### config.mk
export PLATFORM = sky130hd
export DESIGN_NAME = next_prime_finder
export DESIGN_NICKNAME = d
export VERILOG_FILES = /design/src/rtl/npf_pkg.sv /design/src/rtl/npf_divider.sv /design/src/rtl/next_prime_finder.sv
export VERILOG_INCLUDE_DIRS = /design/src /design/src/rtl
export SDC_FILE = /design/constraint.sdc
export NUM_CORES = 1
export LEC_CHECK = 0
export ABC_AREA = 1
export BUFFER_PORTS_ARGS = -buffer_cell sky130_fd_sc_hd__buf_2
export CORE_MARGIN = 2
export CORE_UTILIZATION = 62
export DETAILED_ROUTE_END_ITERATION = 10
export PLACE_DENSITY = 0.81
export SLEW_MARGIN = 20
export SYNTH_ARGS = -nofsm -noshare
export SYNTH_HDL_FRONTEND = slang
export SYNTH_SLANG_ARGS = --single-unit
### constraint.sdc
create_clock -name clock -period 6.9 [get_ports clock]
set_input_delay 0.69 -clock clock [delete_from_list [all_inputs] [get_ports clock]]
set_output_delay 0.69 -clock clock [all_outputs]
set_load 0.1 [all_outputs]
### src/rtl/next_prime_finder_defines.svh
// Assertion macros shared by the next prime finder RTL.
`ifndef NEXT_PRIME_FINDER_DEFINES_SVH
`define NEXT_PRIME_FINDER_DEFINES_SVH

// Check that cons holds in the same cycle as ante.
`define NPF_ASSERT_NOW(label, ante, cons, msg) \
   label: assert property (@(posedge clock) disable iff (reset) (ante) |-> (cons)) \
      else $error(msg);

// Check that cons holds in the cycle after ante.
`define NPF_ASSERT_NEXT(label, ante, cons, msg) \
   label: assert property (@(posedge clock) disable iff (reset) (ante) |=> (cons)) \
      else $error(msg);

`endif

### src/rtl/npf_pkg.sv
// Package with types and constants of the next prime finder.
package npf_pkg;

   localparam int IN_WIDTH           = 32;
   localparam int DEFAULT_DATA_WIDTH = 32;
   localparam int RES_WIDTH          = 31;
   localparam int DIV_WIDTH          = 16;
   localparam int SQ_WIDTH           = 32;
   localparam int DIV_CNT_WIDTH      = $clog2(RES_WIDTH);

   localparam logic [RES_WIDTH-1:0] SMALLEST_PRIME = RES_WIDTH'(2);
   localparam logic [RES_WIDTH-1:0] RESULT_MAX     = {RES_WIDTH{1'b1}};
   localparam logic [DIV_WIDTH-1:0] FIRST_DIVISOR  = DIV_WIDTH'(2);
   localparam logic [SQ_WIDTH-1:0]  FIRST_SQUARE   = SQ_WIDTH'(4);

   typedef enum logic [2:0] {
      ST_IDLE,
      ST_CAND,
      ST_TEST,
      ST_DIV,
      ST_DONE
   } state_type;

   typedef struct packed {
      logic done;
      logic rem_zero;
   } div_status_type;

endpackage

### src/rtl/npf_divider.sv
// Bit-serial restoring remainder unit: one dividend bit per cycle.
module npf_divider
   import npf_pkg::*;
(
   input  logic                 clock,
   input  logic                 reset,
   input  logic                 start,
   input  logic [RES_WIDTH-1:0] dividend,
   input  logic [DIV_WIDTH-1:0] divisor,
   output logic                 busy,
   output div_status_type       status
);

   logic [RES_WIDTH-1:0]     dvd_ff, dvd_in;
   logic [DIV_WIDTH-1:0]     dsr_ff, dsr_in;
   logic [DIV_WIDTH-1:0]     rem_ff, rem_in;
   logic [DIV_CNT_WIDTH-1:0] cnt_ff, cnt_in;
   logic                     busy_ff, busy_in;
   logic                     done_ff, done_in;
   logic [DIV_WIDTH:0]       shifted;
   logic [DIV_WIDTH:0]       diff;

   assign shifted = {rem_ff, dvd_ff[RES_WIDTH-1]};
   assign diff    = shifted - {1'b0, dsr_ff};

   always_comb begin
      dvd_in  = dvd_ff;
      dsr_in  = dsr_ff;
      rem_in  = rem_ff;
      cnt_in  = cnt_ff;
      busy_in = busy_ff;
      done_in = 1'b0;
      if (start) begin
         dvd_in  = dividend;
         dsr_in  = divisor;
         rem_in  = '0;
         cnt_in  = DIV_CNT_WIDTH'(RES_WIDTH - 1);
         busy_in = 1'b1;
      end else if (busy_ff) begin
         dvd_in = {dvd_ff[RES_WIDTH-2:0], 1'b0};
         // Restore when the partial remainder is below the divisor.
         rem_in = diff[DIV_WIDTH] ? shifted[DIV_WIDTH-1:0] : diff[DIV_WIDTH-1:0];
         if (cnt_ff == '0) begin
            busy_in = 1'b0;
            done_in = 1'b1;
         end else begin
            cnt_in = cnt_ff - 1'b1;
         end
      end
   end

   always_ff @(posedge clock) begin
      dvd_ff <= dvd_in;
      dsr_ff <= dsr_in;
      rem_ff <= rem_in;
      cnt_ff <= cnt_in;
      if (reset) begin
         busy_ff <= 1'b0;
         done_ff <= 1'b0;
      end else begin
         busy_ff <= busy_in;
         done_ff <= done_in;
      end
   end

   assign busy            = busy_ff;
   assign status.done     = done_ff;
   assign status.rem_zero = (rem_ff == '0);

endmodule

### src/rtl/next_prime_finder.sv
// Top level of the next prime finder: search sequencer and result register.
//
// Usage: the input channel (req_valid, req_stall, req_start_value) takes one
// signed start value per transfer; the low DATA_WIDTH bits are read as a
// two's complement number. The result channel (rsp_valid, rsp_stall,
// rsp_next_prime) returns one transfer per input: the smallest prime not
// below max(start value, 2).
// A start value of 2 or less gives 2 without trial division. Otherwise each
// candidate is tried by trial division with divisors 2, 3, ... while the
// divisor squared does not exceed it; each divisor takes one pass over the
// 31 dividend bits on the shared bit-serial remainder unit, plus issue and
// check. A prime near 2^31 is tried with about 46340 divisors; composite
// candidates end at their smallest factor.
// Throughput: one item at a time; req_stall is high from transfer until the
// result is written into the output register.
// The next item is taken while a finished result still waits for the
// receiver. If a second result completes before the first is taken, the
// sequencer holds it until rsp_stall goes low.
// Reset clears the sequencer, the remainder unit and rsp_valid.
module next_prime_finder
   import npf_pkg::*;
#(
   parameter int DATA_WIDTH = DEFAULT_DATA_WIDTH
) (
   input  logic                 clock,
   input  logic                 reset,
   input  logic                 req_valid,
   output logic                 req_stall,
   input  logic [IN_WIDTH-1:0]  req_start_value,
   output logic                 rsp_valid,
   input  logic                 rsp_stall,
   output logic [RES_WIDTH-1:0] rsp_next_prime
);

`include "next_prime_finder_defines.svh"

   state_type            state_ff, state_in;
   logic [RES_WIDTH-1:0] cand_ff, cand_in;
   logic [DIV_WIDTH-1:0] dvsr_ff, dvsr_in;
   logic [SQ_WIDTH-1:0]  sq_ff, sq_in;
   logic                 rsp_valid_ff, rsp_valid_in;
   logic [RES_WIDTH-1:0] rsp_prime_ff, rsp_prime_in;

   logic [DATA_WIDTH-1:0] raw;
   logic                  trivial;
   logic                  req_xfer;
   logic                  rsp_xfer;
   logic                  div_start;
   logic                  div_busy;
   div_status_type        div_status;

   assign raw      = req_start_value[DATA_WIDTH-1:0];
   assign trivial  = raw[DATA_WIDTH-1] || (raw <= DATA_WIDTH'(2));
   assign req_xfer = req_valid && !req_stall;
   assign rsp_xfer = rsp_valid_ff && !rsp_stall;

   always_comb begin
      state_in     = state_ff;
      cand_in      = cand_ff;
      dvsr_in      = dvsr_ff;
      sq_in        = sq_ff;
      rsp_valid_in = rsp_valid_ff && !rsp_xfer;
      rsp_prime_in = rsp_prime_ff;
      div_start    = 1'b0;
      req_stall    = (state_ff != ST_IDLE);
      unique case (state_ff)
         ST_IDLE: begin
            if (req_valid) begin
               if (trivial) begin
                  cand_in  = SMALLEST_PRIME;
                  state_in = ST_DONE;
               end else begin
                  cand_in  = RES_WIDTH'(raw);
                  state_in = ST_CAND;
               end
            end
         end
         ST_CAND: begin
            // The largest 31-bit value is prime: stop there untested.
            if (cand_ff == RESULT_MAX) begin
               state_in = ST_DONE;
            end else begin
               dvsr_in  = FIRST_DIVISOR;
               sq_in    = FIRST_SQUARE;
               state_in = ST_TEST;
            end
         end
         ST_TEST: begin
            if (sq_ff > {1'b0, cand_ff}) begin
               state_in = ST_DONE;
            end else begin
               div_start = 1'b1;
               state_in  = ST_DIV;
            end
         end
         ST_DIV: begin
            if (div_status.done) begin
               if (div_status.rem_zero) begin
                  cand_in  = cand_ff + 1'b1;
                  state_in = ST_CAND;
               end else begin
                  // Advance the square incrementally: (d+1)^2 = d^2 + 2d + 1.
                  dvsr_in  = dvsr_ff + 1'b1;
                  sq_in    = sq_ff + SQ_WIDTH'({dvsr_ff, 1'b1});
                  state_in = ST_TEST;
               end
            end
         end
         ST_DONE: begin
            if (!rsp_valid_ff || rsp_xfer) begin
               rsp_valid_in = 1'b1;
               rsp_prime_in = cand_ff;
               state_in     = ST_IDLE;
            end
         end
         default: begin
            state_in = ST_IDLE;
         end
      endcase
   end

   always_ff @(posedge clock) begin
      cand_ff      <= cand_in;
      dvsr_ff      <= dvsr_in;
      sq_ff        <= sq_in;
      rsp_prime_ff <= rsp_prime_in;
      if (reset) begin
         state_ff     <= ST_IDLE;
         rsp_valid_ff <= 1'b0;
      end else begin
         state_ff     <= state_in;
         rsp_valid_ff <= rsp_valid_in;
      end
   end

   npf_divider u_divider (
      .clock    (clock),
      .reset    (reset),
      .start    (div_start),
      .dividend (cand_ff),
      .divisor  (dvsr_ff),
      .busy     (div_busy),
      .status   (div_status)
   );

   assign rsp_valid      = rsp_valid_ff;
   assign rsp_next_prime = rsp_prime_ff;

   `NPF_ASSERT_NEXT(a_req_leaves_idle, req_xfer, state_ff != ST_IDLE, "accepted item left idle state")
   `NPF_ASSERT_NEXT(a_div_runs, div_start, div_busy, "remainder unit did not start")
   `NPF_ASSERT_NOW(a_square_tracks, state_ff == ST_TEST,
      sq_ff == SQ_WIDTH'(dvsr_ff) * SQ_WIDTH'(dvsr_ff), "divisor square out of step")
   `NPF_ASSERT_NOW(a_div_idle_in_test, state_ff == ST_TEST, !div_busy && !div_status.done,
      "remainder unit busy at divisor test")

endmodule
==> results of run 1 <==
==> state kept, by name, indices dropped and copies added (netlist names) <==
signal and flops:
cand_ff 31, dvsr_ff 16, rsp_next_prime 31, rsp_valid 1, sq_ff 32, state_ff 3
u_divider.busy 1, u_divider.cnt_ff 5, u_divider.done_ff 1, u_divider.dsr_ff 16, u_divider.dvd_ff 31, u_divider.rem_ff 16
==> layout make-up <==
class                      count  area share
sequential                   184       0.431
multi-input combinational    925       0.410
inverter                     192      0.0592
clock buffer                  18      0.0352
timing repair buffer          74      0.0316
tap                          225      0.0231
clock inverter                14     0.00986
==> worst min-delay path by stage <==
stage	start	cells after the start	slack, ns	to
6_report	u_divider.cnt_ff[4]$_SDFFE_PP1P_	2	0.47	u_divider.cnt_ff[4]$_SDFFE_PP1P_
5_1_grt	cand_ff[30]$_DFFE_PP_	0	0.48	rsp_next_prime[30]$_DFFE_PP_
3_3_place_gp	cand_ff[30]$_DFFE_PP_	0	0.43	rsp_next_prime[30]$_DFFE_PP_
4_1_cts	u_divider.cnt_ff[0]$_SDFFE_PP0P_	2	0.47	u_divider.cnt_ff[0]$_SDFFE_PP0P_
3_5_place_dp	u_divider.cnt_ff[4]$_SDFFE_PP1P_	2	0.46	u_divider.cnt_ff[4]$_SDFFE_PP1P_
2_1_floorplan	cand_ff[30]$_DFFE_PP_	0	0.43	rsp_next_prime[30]$_DFFE_PP_
==> layer usage <==
layer / vias up / track usage / wire length [microns]
met5: - / 0 / 0
met4: 0 / 0.0922 / 511
met3: 42 / 0.0567 / 1920
met2: 366 / 0.466 / 12100
met1: 4288 / 0.384 / 11400
li1: 4631 / - / -
==> synth_stat cells (13+ instances only) <==
cell type / n
sky130_fd_sc_hd__nand2_1: 324
sky130_fd_sc_hd__xor2_1: 25
sky130_fd_sc_hd__o21ai_1: 13
sky130_fd_sc_hd__ha_1: 66
sky130_fd_sc_hd__a21oi_1: 91
sky130_fd_sc_hd__edfxtp_1: 157
sky130_fd_sc_hd__nor3_1: 42
sky130_fd_sc_hd__dfxtp_1: 27
sky130_fd_sc_hd__nor2_1: 93
sky130_fd_sc_hd__nand4_1: 21
sky130_fd_sc_hd__inv_1: 184
sky130_fd_sc_hd__o21ai_0: 84
sky130_fd_sc_hd__nand3_1: 80
==> layout by cell type, fill, tap and decap left out, drive strengths merged, types with 25 or more instances in the layout <==
cell	Yosys	routed
nand2	331	331
inv	189	193
edfxtp	157	157
nor2	99	99
o21ai	98	98
a21oi	91	91
nand3	81	81
buf	13	74
ha	66	66
nor3	44	44
dfxtp	27	27
xor2	25	25
==> power groups by stage <==
stage	clock network, mW	registers (mW)	logic, mW
6_report	0.921	1.44	0.940
5_1_grt	0.957	1.46	1.06
4_1_cts	0.920	1.44	0.930
3_5_place_dp	0	1.46	0.918
3_3_place_gp	0	1.46	0.896
2_1_floorplan	0	1.53	0.652
==> cell families (layout without fill, tap and decap cells) <==
logic type / after synthesis / count (layout)
AO/OA/AOI/OAI: 236 / 236
XOR/XNOR: 29 / 29
adder cells (fa/ha/maj): 68 / 68
buffers and inverters: 216 / 298
flip-flops: 184 / 184
AND/OR/NAND/NOR: 592 / 592
==> critical path, delay by kind of cell, from the launching register on <==
family | cells | cell delay, ns
flops | 1 | 0.36
compound gates | 1 | 0.25
simple gates | 2 | 0.74
buf+inv | 5 | 1.46
==> results_tabular.tex, run 1 <==
\begin{tabular}{lr}
\hline
Metric & Value \\
\hline
\multicolumn{2}{l}{\textbf{GRT}} \\
\quad Number of antenna violations at the first check in global routing & 0 \\
\quad Congestion Overflow GR & 0 \\
\quad Global-route wire length before repair & 42200 microns \\
\quad Maximum number of pins on one net before global-route repair & 68 \\
\quad Total routing resource utilization after global routing & 0.285 \\
\quad Vias in the first global route & 8792 \\
\multicolumn{2}{l}{\textbf{Final layout}} \\
\quad Total area of sequential cells & 5260 sq um \\
\quad Inserted Diodes & 0 \\
\quad Area of the multi-input gates & 4990 sq um \\
\quad Layout cell share with drive strength beyond 1 & 0.0974 \\
\quad Final core utilization & 0.702 \\
\quad Post-route design area & 12200 sq um \\
\quad Area grow syn2layout & 10.2\% \\
\quad Filler cell count & 1332 \\
\quad Final standard cell count with taps included and fillers excluded & 1632 \\
\quad Nets & 1498 \\
\multicolumn{2}{l}{\textbf{Synth}} \\
\quad Top area cells in the synthesized netlist & sky130\_fd\_sc\_hd\_\_edfxtp\_1 43\%, sky130\_fd\_sc\_hd\_\_nand2\_1 11\%, sky130\_fd\_sc\_hd\_\_ha\_1 7.5\% \\
\quad Mux share of post-synthesis cell area & 0 \\
\quad Complex-gate fraction of the synthesized area & 0.116 \\
\quad Post-synthesis area per instance & 8.34 sq um \\
\quad Largest family of logic cells by synthesized area & simple AND/OR/NAND/NOR gates \\
\quad Area share of the leading cell type in the synthesized netlist & 0.427 \\
\quad Simple-gate share of the synthesized area & 0.231 \\
\quad Seq/Total Area, Yosys & 0.475 \\
\quad Number of synthesis warnings & 0 \\
\quad Share of async-settable or async-resettable flops after synthesis & 0 \\
\quad Instance count of the mapped netlist & 1325 \\
\quad Synth Area in XOR/XNOR & 0.0230 \\
\quad Count of different cell masters after synthesis & 47 \\
\quad Synth Cell Area & 11100 sq um \\
\quad Top\_reg\_cell synth & sky130\_fd\_sc\_hd\_\_edfxtp\_1 \\
\quad Fraction of the mapped netlist area in adder cells & 0.0783 \\
\quad Cell taking the most area after synthesis & sky130\_fd\_sc\_hd\_\_edfxtp\_1 \\
\quad Post-Synthesis Net Count & 1429 \\
\quad Post-synth EDFFs & 157 \\
\quad Synthesized flop and latch total & 184 \\
\multicolumn{2}{l}{\textbf{STA}} \\
\quad Tmin final & 3.09 ns \\
\quad Max Clock Freq & 324 MHz \\
\quad Worst setup margin & 3.81 ns \\
\quad Fin. max-slew vios & 0 \\
\quad Hold Slack & 0.466 ns \\
\quad Transition time at the pin with the least slew margin & 1.04 ns \\
\quad Aggregate negative setup slack & 0 ns \\
\quad Fin crit share & 0.447 \\
\quad Total count of hold-check failures in the final report & 0 \\
\quad Number of setup violations in the final report & 0 \\
\quad Layout Skew & 0.0135 ns \\
\quad Slew margin rel. & 0.307 \\
\quad Setup repair after global routing missed its margin & false \\
\multicolumn{2}{l}{\textbf{Critical path}} \\
\quad Reg2Reg Capture Point & cand\_ff[30]\$\_DFFE\_PP\_ \\
\quad Timing endpoint of the critical path & cand\_ff[30]\$\_DFFE\_PP\_ \\
\quad Endpoint class of the critical path & flip-flop \\
\quad Cell breakdown of the critical path & inv\_1 > nor3\_2 > buf\_4 > clkinv\_1 > buf\_4 > nand2\_1 > inv\_2 > a22o\_1 \\
\quad Crit path max fanout & 56 \\
\quad Data arrival, critical path & 3.28 ns \\
\quad Crit-path slowest cell & sky130\_fd\_sc\_hd\_\_nand2\_1 \\
\quad Startpoint type of the worst setup path & flip-flop \\
\quad Reg-to-reg setup timing slack & 3.81 ns \\
\quad Startpoint-to-endpoint class of the critical path & flip-flop to flip-flop \\
\quad Reg2Reg Launch Point & state\_ff[1]\$\_SDFFE\_PP0P\_ \\
\quad Crit path required time & 7.09 ns \\
\quad R2r worst-path depth & 8 \\
\quad Biggest cell delay along the critical path & 0.59 ns \\
\quad Source of the critical timing path & state\_ff[1]\$\_SDFFE\_PP0P\_ \\
\quad Cell seen most often among critical-path stages & sky130\_fd\_sc\_hd\_\_buf\_4 \\
\multicolumn{2}{l}{\textbf{Detailed routing}} \\
\quad First drt pass iteration count & 6 \\
\quad 1st-iter DRT viols & 984 \\
\quad Mean number of vias per cell & 5.72 \\
\quad Count of vias placed by the detailed router & 9327 \\
\quad Detailed-route wire length per cell & 15.9 microns \\
\quad Total wire length after detailed routing & 25900 microns \\
\quad Remaining design rule violation count & 0 \\
\quad Antenna Nets Post-Route & 0 \\
\multicolumn{2}{l}{\textbf{Die}} \\
\quad Effective utilization at floorplan & 0.637 \\
\quad Chip width & 138 microns \\
\quad Overall die area & 18900 sq um \\
\quad Die H & 138 microns \\
\quad Boundary Pins & 69 \\
\quad Area inside the core boundary & 17400 sq um \\
\quad FP Rows & 48 \\
\multicolumn{2}{l}{\textbf{Clock network}} \\
\quad Total CTS buffers & 17 \\
\quad Post-CTS sizing & 0 \\
\quad Total number of H-tree levels & 4 \\
\quad Number of buffers inserted to repair setup after CTS & 0 \\
\quad Clock latency of the later-clocked register in the worst-skew pair & 0.44 ns \\
\quad Clk pin slew, worst setup/hold paths & 0.07 ns \\
\quad Clock tree from TritonCTS & built \\
\quad Cell chosen for the clock root & sky130\_fd\_sc\_hd\_\_clkbuf\_16 \\
\quad Clock sink total & 184 \\
\quad \# hold bufs at CTS & 0 \\
\quad Maximum clock path buffer count & 2 \\
\multicolumn{2}{l}{\textbf{Power}} \\
\quad Relative contribution of combinational cells to total power & 0.285 \\
\quad Leakage power total & 5.37 nW \\
\quad Worst VDD drop & 0.174 mV \\
\quad Power per standard cell area & 271 nW/um\^{}2 \\
\quad Clock power share & 0.279 \\
\quad Switch share & 0.364 \\
\quad Final total power & 3.30 mW \\
\quad Internal Dissipation & 2.10 mW \\
\quad Sequential cell fraction of total power & 0.437 \\
\quad Net switching power & 1.20 mW \\
\multicolumn{2}{l}{\textbf{Placement}} \\
\quad Pre-CTS setup slack & 3.89 ns \\
\quad DP Wirelength & 18800 microns \\
\quad Global placement routability congestion & 0.892 \\
\quad Cell Count Post-Placement & 1600 \\
\quad Quantity of I/O buffers inserted on ports & 68 \\
\quad Cell area after placement & 11600 sq um \\
\multicolumn{2}{l}{\textbf{Hold path}} \\
\quad Worst hold-check path type & flip-flop to flip-flop \\
\multicolumn{2}{l}{\textbf{Run}} \\
\quad Max\_cap viols & 0 \\
\multicolumn{2}{l}{\textbf{Status}} \\
\quad Run status & finished, final reports clean \\
\hline
\end{tabular}
(Power assumes the default switching activity.)
==> run 2, diff against run 1 <==
--- a/config.mk
+++ b/config.mk
@@ -6,12 +6,12 @@
 export SDC_FILE = /design/constraint.sdc
 export NUM_CORES = 1
 export LEC_CHECK = 0
-export ABC_AREA = 1
+export ABC_AREA = 0
 export BUFFER_PORTS_ARGS = -buffer_cell sky130_fd_sc_hd__buf_2
 export CORE_MARGIN = 2
-export CORE_UTILIZATION = 62
+export CORE_UTILIZATION = 56
 export DETAILED_ROUTE_END_ITERATION = 10
-export PLACE_DENSITY = 0.81
+export PLACE_DENSITY = 0.77
 export SLEW_MARGIN = 20
 export SYNTH_ARGS = -nofsm -noshare
 export SYNTH_HDL_FRONTEND = slang
==> constraint.sdc (replaced) <==
create_clock -name clock -period 2.67 [get_ports clock]
set_input_delay 0.267 -clock clock [delete_from_list [all_inputs] [get_ports clock]]
set_output_delay 0.267 -clock clock [all_outputs]
set_load 0.1 [all_outputs]
==> run 2 against run 1 <==
  * Synthesized cell count fell by 25%
  * Global-route usage is 1.9 points lower
  * Routed wire length is 6.5% higher
  * Sequential power up 150%
  * The flow now finishes with violations (negative setup slack)
  * Largest power group unchanged
  * Utilization is 1.3 points higher
  * Clock-buffer cell count is 1 lower
  * Clock skew fell by 0.0014 ns
  * Sequential share of layout area down 3.7 points
  * Final cell count shrank 13%
  * Worst setup slack worse by 4.0 ns
  * First-iteration DRC count fell by 8.8%
  * Total power increased to 2.7 times the previous value
==> results_tabular.tex, run 2 <==
\begin{tabular}{lr}
\hline
Metric & Value \\
\hline
\multicolumn{2}{l}{\textbf{Status}} \\
\quad Run status & finished with violations \\
\quad Failing checks & negative setup slack \\
\multicolumn{2}{l}{\textbf{Synth}} \\
\quad Instance count of the mapped netlist & 989 (-25\%) \\
\quad Number of synthesis warnings & 0 (unchanged) \\
\quad Post-synthesis area per instance & 10.7 sq um (+28\%) \\
\quad Ranking of synthesized cells by instance count & 157 x sky130\_fd\_sc\_hd\_\_edfxtp\_1, 87 x sky130\_fd\_sc\_hd\_\_nor2\_1, 75 x sky130\_fd\_sc\_hd\_\_inv\_1, 70 x sky130\_fd\_sc\_hd\_\_nand2\_1, 66 x sky130\_fd\_sc\_hd\_\_ha\_1 \\
\quad Share of async-settable or async-resettable flops after synthesis & 0 (unchanged) \\
\quad Top area cells in the synthesized netlist & sky130\_fd\_sc\_hd\_\_edfxtp\_1 45\%, sky130\_fd\_sc\_hd\_\_ha\_1 7.8\%, sky130\_fd\_sc\_hd\_\_dfxtp\_1 5.1\% \\
\quad Synth Cell Area & 10600 sq um (-4.2\%) \\
\quad Post-Synthesis Net Count & 1093 (-24\%) \\
\quad Most common cell in the netlist & sky130\_fd\_sc\_hd\_\_edfxtp\_1 \\
\quad Area share of the leading cell type in the synthesized netlist & 0.445 (+0.0186) \\
\quad Post-synth EDFFs & 157 (unchanged) \\
\quad Count of different cell masters after synthesis & 77 (+64\%) \\
\quad Synthesized flop and latch total & 184 (unchanged) \\
\quad Top\_reg\_cell synth & sky130\_fd\_sc\_hd\_\_edfxtp\_1 \\
\quad Cell taking the most area after synthesis & sky130\_fd\_sc\_hd\_\_edfxtp\_1 \\
\quad Seq/Total Area, Yosys & 0.496 (+0.0208) \\
\multicolumn{2}{l}{\textbf{Critical path}} \\
\quad Crit path buf inv count & 3 (-2) \\
\quad Reg2Reg Launch Point & cand\_ff[13]\$\_DFFE\_PP\_ \\
\quad Timing endpoint of the critical path & u\_divider.dvd\_ff[12]\$\_DFFE\_PP\_ \\
\quad Cell breakdown of the critical path & inv\_2 > ha\_1 > a21o\_1 > a21o\_1 > a21oi\_1 > o211ai\_1 > a21o\_1 > a21boi\_4 > buf\_6 > buf\_12 > mux2\_2 \\
\quad Reg-to-reg setup timing slack & -0.21 ns (-4.02 ns) \\
\quad Cell seen most often among critical-path stages & sky130\_fd\_sc\_hd\_\_a21o\_1 \\
\quad Biggest cell delay along the critical path & 0.44 ns (-0.15 ns) \\
\quad Endpoint class of the critical path & flip-flop \\
\quad Logic depth of the worst path, buffers included & 11 (+3) \\
\quad Reg2Reg Capture Point & u\_divider.dvd\_ff[12]\$\_DFFE\_PP\_ \\
\quad Startpoint type of the worst setup path & flip-flop \\
\quad Startpoint-to-endpoint class of the critical path & flip-flop to flip-flop \\
\quad Crit path max fanout & 10 (-82\%) \\
\quad Crit path required time & 2.88 ns (-4.21 ns) \\
\quad Data arrival, critical path & 3.09 ns (-0.19 ns) \\
\quad R2r worst-path depth & 11 (+3) \\
\quad Crit-path slowest cell & sky130\_fd\_sc\_hd\_\_edfxtp\_1 \\
\quad Source of the critical timing path & cand\_ff[13]\$\_DFFE\_PP\_ \\
\quad Critical path's top delay family & compound AO/OA/AOI/OAI gates \\
\multicolumn{2}{l}{\textbf{Final layout}} \\
\quad Nets & 1278 (-15\%) \\
\quad Filler cell count & 1221 (-8.3\%) \\
\quad Commonest non-fill, non-tap cell in the layout & sky130\_fd\_sc\_hd\_\_edfxtp\_1 \\
\quad Post-route design area & 13300 sq um (+9.4\%) \\
\quad Final standard cell count with taps included and fillers excluded & 1422 (-13\%) \\
\quad Largest register FFs & 32 (unchanged) \\
\quad Layout cell share with drive strength beyond 1 & 0.292 (+0.195) \\
\quad Largest register by flop count & sq\_ff \\
\quad Area grow syn2layout & 25.9\% \\
\quad Commonest cells after routing, fill and taps aside & 157 x sky130\_fd\_sc\_hd\_\_edfxtp\_1, 111 x sky130\_fd\_sc\_hd\_\_buf\_4, 86 x sky130\_fd\_sc\_hd\_\_nor2\_1 \\
\multicolumn{2}{l}{\textbf{Placement}} \\
\quad DP Wirelength & 17800 microns (-5.7\%) \\
\quad Quantity of I/O buffers inserted on ports & 68 (unchanged) \\
\quad Cell area after placement & 12000 sq um (+3.5\%) \\
\quad Cell Count Post-Placement & 1364 (-15\%) \\
\quad Global placement routability congestion & 0.873 (-2.0\%) \\
\quad Pre-CTS setup slack & -0.137 ns (-4.03 ns) \\
\multicolumn{2}{l}{\textbf{Clock network}} \\
\quad Clock latency of the later-clocked register in the worst-skew pair & 0.45 ns (about the same) \\
\quad Clock sink total & 184 (unchanged) \\
\quad Clk pin slew, worst setup/hold paths & 0.08 ns (about the same) \\
\quad Maximum clock path buffer count & 2 (unchanged) \\
\quad Cell chosen for the clock root & sky130\_fd\_sc\_hd\_\_clkbuf\_16 \\
\quad Total CTS buffers & 17 (unchanged) \\
\quad Total number of H-tree levels & 4 (unchanged) \\
\quad Clock tree from TritonCTS & built \\
\multicolumn{2}{l}{\textbf{GRT}} \\
\quad Total routing resource utilization after global routing & 0.266 (-0.0192) \\
\quad Global-route wire length before repair & 41900 microns (-0.78\%) \\
\quad Number of antenna violations at the first check in global routing & 0 (unchanged) \\
\quad Congestion Overflow GR & 0 (unchanged) \\
\quad Maximum number of pins on one net before global-route repair & 63 (-7.4\%) \\
\quad Vias in the first global route & 8221 (-6.5\%) \\
\multicolumn{2}{l}{\textbf{STA}} \\
\quad Worst setup margin & -0.210 ns (-4.02 ns) \\
\quad Slew margin rel. & 0.546 (+0.238) \\
\quad Total count of hold-check failures in the final report & 0 (unchanged) \\
\quad Transition time at the pin with the least slew margin & 0.681 ns (-0.355 ns) \\
\quad Setup repair after global routing missed its margin & true \\
\quad Number of setup violations in the final report & 89 (+89) \\
\quad Layout Skew & 0.0121 ns (-0.00139 ns) \\
\quad Max Clock Freq & 347 MHz (+7.2\%) \\
\quad Fin crit share & 1.08 (+0.631) \\
\quad Tmin final & 2.88 ns (-0.206 ns) \\
\quad Fin. max-slew vios & 0 (unchanged) \\
\multicolumn{2}{l}{\textbf{Power}} \\
\quad Switch share & 0.335 (-0.0288) \\
\quad Internal Dissipation & 5.89 mW (+180\%) \\
\quad Power per standard cell area & 665 nW/um\^{}2 (+150\%) \\
\quad Leakage power total & 5.31 nW (-0.99\%) \\
\quad Net switching power & 2.97 mW (+150\%) \\
\quad Sequential cell fraction of total power & 0.399 (-0.038) \\
\quad Clock power share & 0.305 (+0.026) \\
\quad Relative contribution of combinational cells to total power & 0.296 (+0.011) \\
\quad Worst VDD drop & 0.491 mV (+180\%) \\
\multicolumn{2}{l}{\textbf{Detailed routing}} \\
\quad 1st-iter DRT viols & 897 (-8.8\%) \\
\quad Count of vias placed by the detailed router & 8662 (-7.1\%) \\
\quad Detailed-route wire length per cell & 19.4 microns (+22\%) \\
\quad Total wire length after detailed routing & 27600 microns (+6.5\%) \\
\quad Remaining design rule violation count & 0 (unchanged) \\
\quad First drt pass iteration count & 7 (+1) \\
\quad Mean number of vias per cell & 6.09 (+6.6\%) \\
\quad Antenna Nets Post-Route & 0 (unchanged) \\
\multicolumn{2}{l}{\textbf{Die}} \\
\quad Boundary Pins & 69 (unchanged) \\
\quad Chip width & 142 microns (+2.9\%) \\
\quad Overall die area & 20000 sq um (+5.9\%) \\
\quad Die H & 142 microns (+2.9\%) \\
\quad Effective utilization at floorplan & 0.568 (-0.0688) \\
\quad Area inside the core boundary & 18600 sq um (+7.4\%) \\
\quad FP Rows & 50 (+4.2\%) \\
\multicolumn{2}{l}{\textbf{Run}} \\
\quad Max\_cap viols & 0 (unchanged) \\
\multicolumn{2}{l}{\textbf{Hold path}} \\
\quad Worst hold-check path type & primary input to flip-flop \\
\hline
\end{tabular}
[run 2: area by class of cell]
class / instances / area [sq um] / share of cell area
Clock inverter: 15 / 223 / 0.0167
Tap cell: 234 / 293 / 0.0220
Sequential cell: 184 / 5260 / 0.394
Multi-Input combinational cell: 700 / 5380 / 0.404
Timing Repair Buffer: 196 / 1470 / 0.110
Inverter: 75 / 284 / 0.0213
Clock buffer: 17 / 425 / 0.0319
Antenna cell: 1 / 2.50 / 0.000188
[run 2: repair_timing]
action	CTS	global route
pin swaps	13	40
resized for setup	28	63
setup buffers	8	14
cloned	2	1
hold buffers	0	0
endpoints found under the setup margin	104	153
[run 2: worst min path at each step]
stage,from,to,cells after the start
floorplan,reset,rsp_valid$_SDFF_PP0_,1
global placement,u_divider.cnt_ff[4]$_SDFFE_PP1P_,u_divider.done_ff$_SDFF_PP0_,1
detailed placement,u_divider.cnt_ff[4]$_SDFFE_PP1P_,u_divider.done_ff$_SDFF_PP0_,1
CTS,reset,state_ff[2]$_SDFFE_PP0P_,2
global route,reset,state_ff[2]$_SDFFE_PP0P_,2
finish,reset,state_ff[2]$_SDFFE_PP0P_,2
[run 2: worst register-to-register path: cells and delay by family (launching register included)]
kind | cells | cell delay [ns]
flops | 1 | 0.44
buf+inv | 3 | 0.40
compound gates | 6 | 1.22
mux | 1 | 0.35
fa+ha+maj | 1 | 0.24
[run 2: power groups by stage]
| stage | logic (mW) | clock network, mW | registers [mW] |
|---|---|---|---|
| CTS | 2.48 | 2.72 | 3.53 |
| floorplan | 1.49 | 0 | 3.73 |
| global placement | 2.33 | 0 | 3.58 |
| finish | 2.62 | 2.71 | 3.54 |
| global route | 2.82 | 2.84 | 3.56 |
| detailed placement | 2.38 | 0 | 3.59 |
[run 2: cells by family after synthesis]
group / synth area share
compound gates: 0.128
xor+xnor: 0.0538
fa+ha+maj: 0.0818
buf+inv: 0.0388
flops: 0.496
mux: 0.0445
simple gates: 0.157
[run 2: per-layer routing]
layer	vias to the layer above	routed length, microns	track usage
met2	345	13400	0.433
met1	4201	11500	0.353
met3	82	1740	0.0486
met5	-	0	0
li1	4034	-	-
met4	0	947	0.112
[run 2: stage by stage]
step	util	setup TNS, ns	total power [mW]	hold slack, ns
2_1_floorplan	-	-0.160	5.22	0.336
3_3_place_gp	0.646	-0.542	5.91	0.436
3_5_place_dp	0.646	-2.49	5.97	0.436
5_1_grt	0.715	-14.05	9.23	0.0680
6_report	0.715	-11.12	8.86	0.0527
4_1_cts	0.693	-0.0154	8.73	0.0491
==> run 3, diff against run 2 <==
--- a/config.mk
+++ b/config.mk
@@ -11,7 +11,8 @@
 export CORE_MARGIN = 2
 export CORE_UTILIZATION = 56
 export DETAILED_ROUTE_END_ITERATION = 10
-export PLACE_DENSITY = 0.77
+export PLACE_DENSITY = 0.81
+export SKIP_CTS_REPAIR_TIMING = 1
 export SLEW_MARGIN = 20
 export SYNTH_ARGS = -nofsm -noshare
 export SYNTH_HDL_FRONTEND = slang
==> run 3 against run 2 <==
  * The run still ends with negative setup slack left
  * Sequential power about the same
  * Combinational power rose by 2%
  * Routed wire length is 3.8% higher
  * Sequential cell count is the same
  * Worst hold slack gained 0.026 ns
  * Sequential share of layout area is essentially flat
  * Global-route usage fell by 1.3 points
  * Clock skew is 0.0013 ns higher
  * Largest power group unchanged
==> results_tabular.tex, run 3 (synthesized netlist as in run 2, its figures left out) <==
\begin{tabular}{lr}
\hline
Metric & Value \\
\hline
\multicolumn{2}{l}{\textbf{GRT}} \\
\quad Global-route wire length before repair & 40200 microns (-3.9\%) \\
\quad Number of antenna violations at the first check in global routing & 0 (unchanged) \\
\quad Maximum number of pins on one net before global-route repair & 40 (-37\%) \\
\quad Total routing resource utilization after global routing & 0.253 (-0.0131) \\
\quad Vias in the first global route & 8375 (+1.9\%) \\
\quad Congestion Overflow GR & 0 (unchanged) \\
\multicolumn{2}{l}{\textbf{Detailed routing}} \\
\quad Detailed-route wire length per cell & 20.1 microns (+3.4\%) \\
\quad First drt pass iteration count & 7 (unchanged) \\
\quad Count of vias placed by the detailed router & 8899 (+2.7\%) \\
\quad Mean number of vias per cell & 6.23 (+2.3\%) \\
\quad Antenna Nets Post-Route & 0 (unchanged) \\
\quad Remaining design rule violation count & 0 (unchanged) \\
\quad Total wire length after detailed routing & 28700 microns (+3.8\%) \\
\quad 1st-iter DRT viols & 941 (+4.9\%) \\
\multicolumn{2}{l}{\textbf{Final layout}} \\
\quad Nets & 1285 (+0.55\%) \\
\quad Final core utilization & 0.714 (-0.000738) \\
\quad Commonest non-fill, non-tap cell in the layout & sky130\_fd\_sc\_hd\_\_edfxtp\_1 \\
\quad Post-route design area & 13300 sq um (-0.10\%) \\
\quad Largest register by flop count & sq\_ff \\
\quad Layout cell share with drive strength beyond 1 & 0.286 (-0.00674) \\
\quad Commonest cells after routing, fill and taps aside & 157 x sky130\_fd\_sc\_hd\_\_edfxtp\_1, 110 x sky130\_fd\_sc\_hd\_\_buf\_4, 86 x sky130\_fd\_sc\_hd\_\_nor2\_1 \\
\quad Area grow syn2layout & 25.7\% \\
\quad Inserted Diodes & 0 (-1) \\
\quad Final standard cell count with taps included and fillers excluded & 1428 (+0.42\%) \\
\quad Largest register FFs & 32 (unchanged) \\
\multicolumn{2}{l}{\textbf{Clock network}} \\
\quad Clock latency of the later-clocked register in the worst-skew pair & 0.45 ns (about the same) \\
\quad Clock sink total & 184 (unchanged) \\
\quad Total number of H-tree levels & 4 (unchanged) \\
\quad Cell chosen for the clock root & sky130\_fd\_sc\_hd\_\_clkbuf\_16 \\
\quad Clock tree from TritonCTS & built \\
\quad Total CTS buffers & 17 (unchanged) \\
\quad Maximum clock path buffer count & 2 (unchanged) \\
\quad Clk pin slew, worst setup/hold paths & 0.07 ns (about the same) \\
\multicolumn{2}{l}{\textbf{Critical path}} \\
\quad Startpoint type of the worst setup path & flip-flop \\
\quad Crit path required time & 2.86 ns (-0.02 ns) \\
\quad Crit-path slowest cell & sky130\_fd\_sc\_hd\_\_edfxtp\_1 \\
\quad Biggest cell delay along the critical path & 0.42 ns (-0.02 ns) \\
\quad Cell breakdown of the critical path & inv\_2 > ha\_4 > a21o\_1 > a21o\_1 > a21oi\_1 > o211ai\_1 > a21o\_1 > a21boi\_4 > buf\_12 > buf\_12 > mux2\_2 \\
\quad Endpoint class of the critical path & flip-flop \\
\quad Data arrival, critical path & 3.03 ns (-0.06 ns) \\
\quad R2r worst-path depth & 11 (unchanged) \\
\quad Crit path max fanout & 11 (+1) \\
\quad Cell seen most often among critical-path stages & sky130\_fd\_sc\_hd\_\_a21o\_1 \\
\quad Startpoint-to-endpoint class of the critical path & flip-flop to flip-flop \\
\multicolumn{2}{l}{\textbf{Placement}} \\
\quad DP Wirelength & 17600 microns (-1.0\%) \\
\quad Global placement routability congestion & 0.851 (-2.5\%) \\
\quad Quantity of I/O buffers inserted on ports & 68 (unchanged) \\
\quad Cell Count Post-Placement & 1363 (-0.073\%) \\
\quad Cell area after placement & 12000 sq um (-0.37\%) \\
\multicolumn{2}{l}{\textbf{Die}} \\
\quad Die H & 142 microns (unchanged) \\
\quad Area inside the core boundary & 18600 sq um (unchanged) \\
\quad FP Rows & 50 (unchanged) \\
\quad Chip width & 142 microns (unchanged) \\
\quad Boundary Pins & 69 (unchanged) \\
\quad Overall die area & 20000 sq um (unchanged) \\
\quad Effective utilization at floorplan & 0.568 (unchanged) \\
\multicolumn{2}{l}{\textbf{STA}} \\
\quad Hold Slack & 0.0786 ns (+0.0259 ns) \\
\quad Max Clock Freq & 352 MHz (+1.4\%) \\
\quad Layout Skew & 0.0134 ns (+0.00133 ns) \\
\quad Number of setup violations in the final report & 87 (-2.2\%) \\
\quad Transition time at the pin with the least slew margin & 0.583 ns (-0.0988 ns) \\
\quad Total count of hold-check failures in the final report & 0 (unchanged) \\
\quad Fin crit share & 1.06 (-0.0149) \\
\quad Fin. max-slew vios & 0 (unchanged) \\
\quad Setup repair after global routing missed its margin & true \\
\quad Worst setup margin & -0.171 ns (+0.0397 ns) \\
\quad Tmin final & 2.84 ns (-0.0397 ns) \\
\quad Slew margin rel. & 0.608 (+0.0618) \\
\multicolumn{2}{l}{\textbf{Power}} \\
\quad Final total power & 8.79 mW (-0.84\%) \\
\quad Leakage power total & 5.33 nW (+0.32\%) \\
\quad Worst VDD drop & 0.489 mV (-0.54\%) \\
\quad Power per standard cell area & 660 nW/um\^{}2 (-0.74\%) \\
\multicolumn{2}{l}{\textbf{Status}} \\
\quad Run status & finished with violations \\
\quad Failing checks & negative setup slack \\
\multicolumn{2}{l}{\textbf{Hold path}} \\
\quad Worst hold-check path type & primary input to flip-flop \\
\quad Depth of the worst hold-timing path & 2 (unchanged) \\
\multicolumn{2}{l}{\textbf{Run}} \\
\quad Max\_cap viols & 0 (unchanged) \\
\hline
\end{tabular}
-- run 3: metrics by stage --
stage | setup TNS [ns] | setup WS, ns
6_report | -8.19 | -0.171
2_1_floorplan | -0.160 | -0.00516
3_3_place_gp | -0.0731 | -0.0222
3_5_place_dp | -4.56 | -0.183
4_1_cts | -7.20 | -0.222
5_1_grt | -14.06 | -0.218
-- run 3: final timing paths --
kind                               endpoint  slack, ns                        startpoint
max          u_divider.dvd_ff[15]$_DFFE_PP_      -0.17             cand_ff[13]$_DFFE_PP_
min                    rsp_valid$_SDFF_PP0_       0.08                             reset
max reg2reg  u_divider.dvd_ff[15]$_DFFE_PP_      -0.17             cand_ff[13]$_DFFE_PP_
min reg2reg    u_divider.done_ff$_SDFF_PP0_       0.46  u_divider.cnt_ff[4]$_SDFFE_PP1P_
-- run 3: power by group --
group          switching [mW]  internal [mW]  leakage, nW  total [mW]
clock network            1.30           1.27        0.290        2.56
registers               0.197           3.35         1.68        3.55
logic                    1.54           1.14         3.36        2.68
-- run 3: worst max-delay path, delay by kind of cell (launching register included) --
family / cells / cell delay (ns)
AO/OA/AOI/OAI: 6 / 1.17
adder cells (fa/ha/maj): 1 / 0.21
buffers and inverters: 3 / 0.44
flip-flops: 1 / 0.42
multiplexers: 1 / 0.35
-- run 3: final cells by class --
cell class	count	area, sq um
clock buffer	17	425
clock inverter	15	166
tap	234	293
multi-input combinational	702	5340
fill	1213	5330
inverter	75	282
sequential	184	5260
timing repair buffer	201	1560
-- run 3: per-layer routing --
| metal | share of wire | track usage | wire length (microns) |
|---|---|---|---|
| met1 | 0.39 | 0.327 | 11200 |
| met2 | 0.49 | 0.413 | 14000 |
| met3 | 0.080 | 0.0537 | 2290 |
| met4 | 0.039 | 0.114 | 1110 |
| met5 | 0 | 0 | 0 |
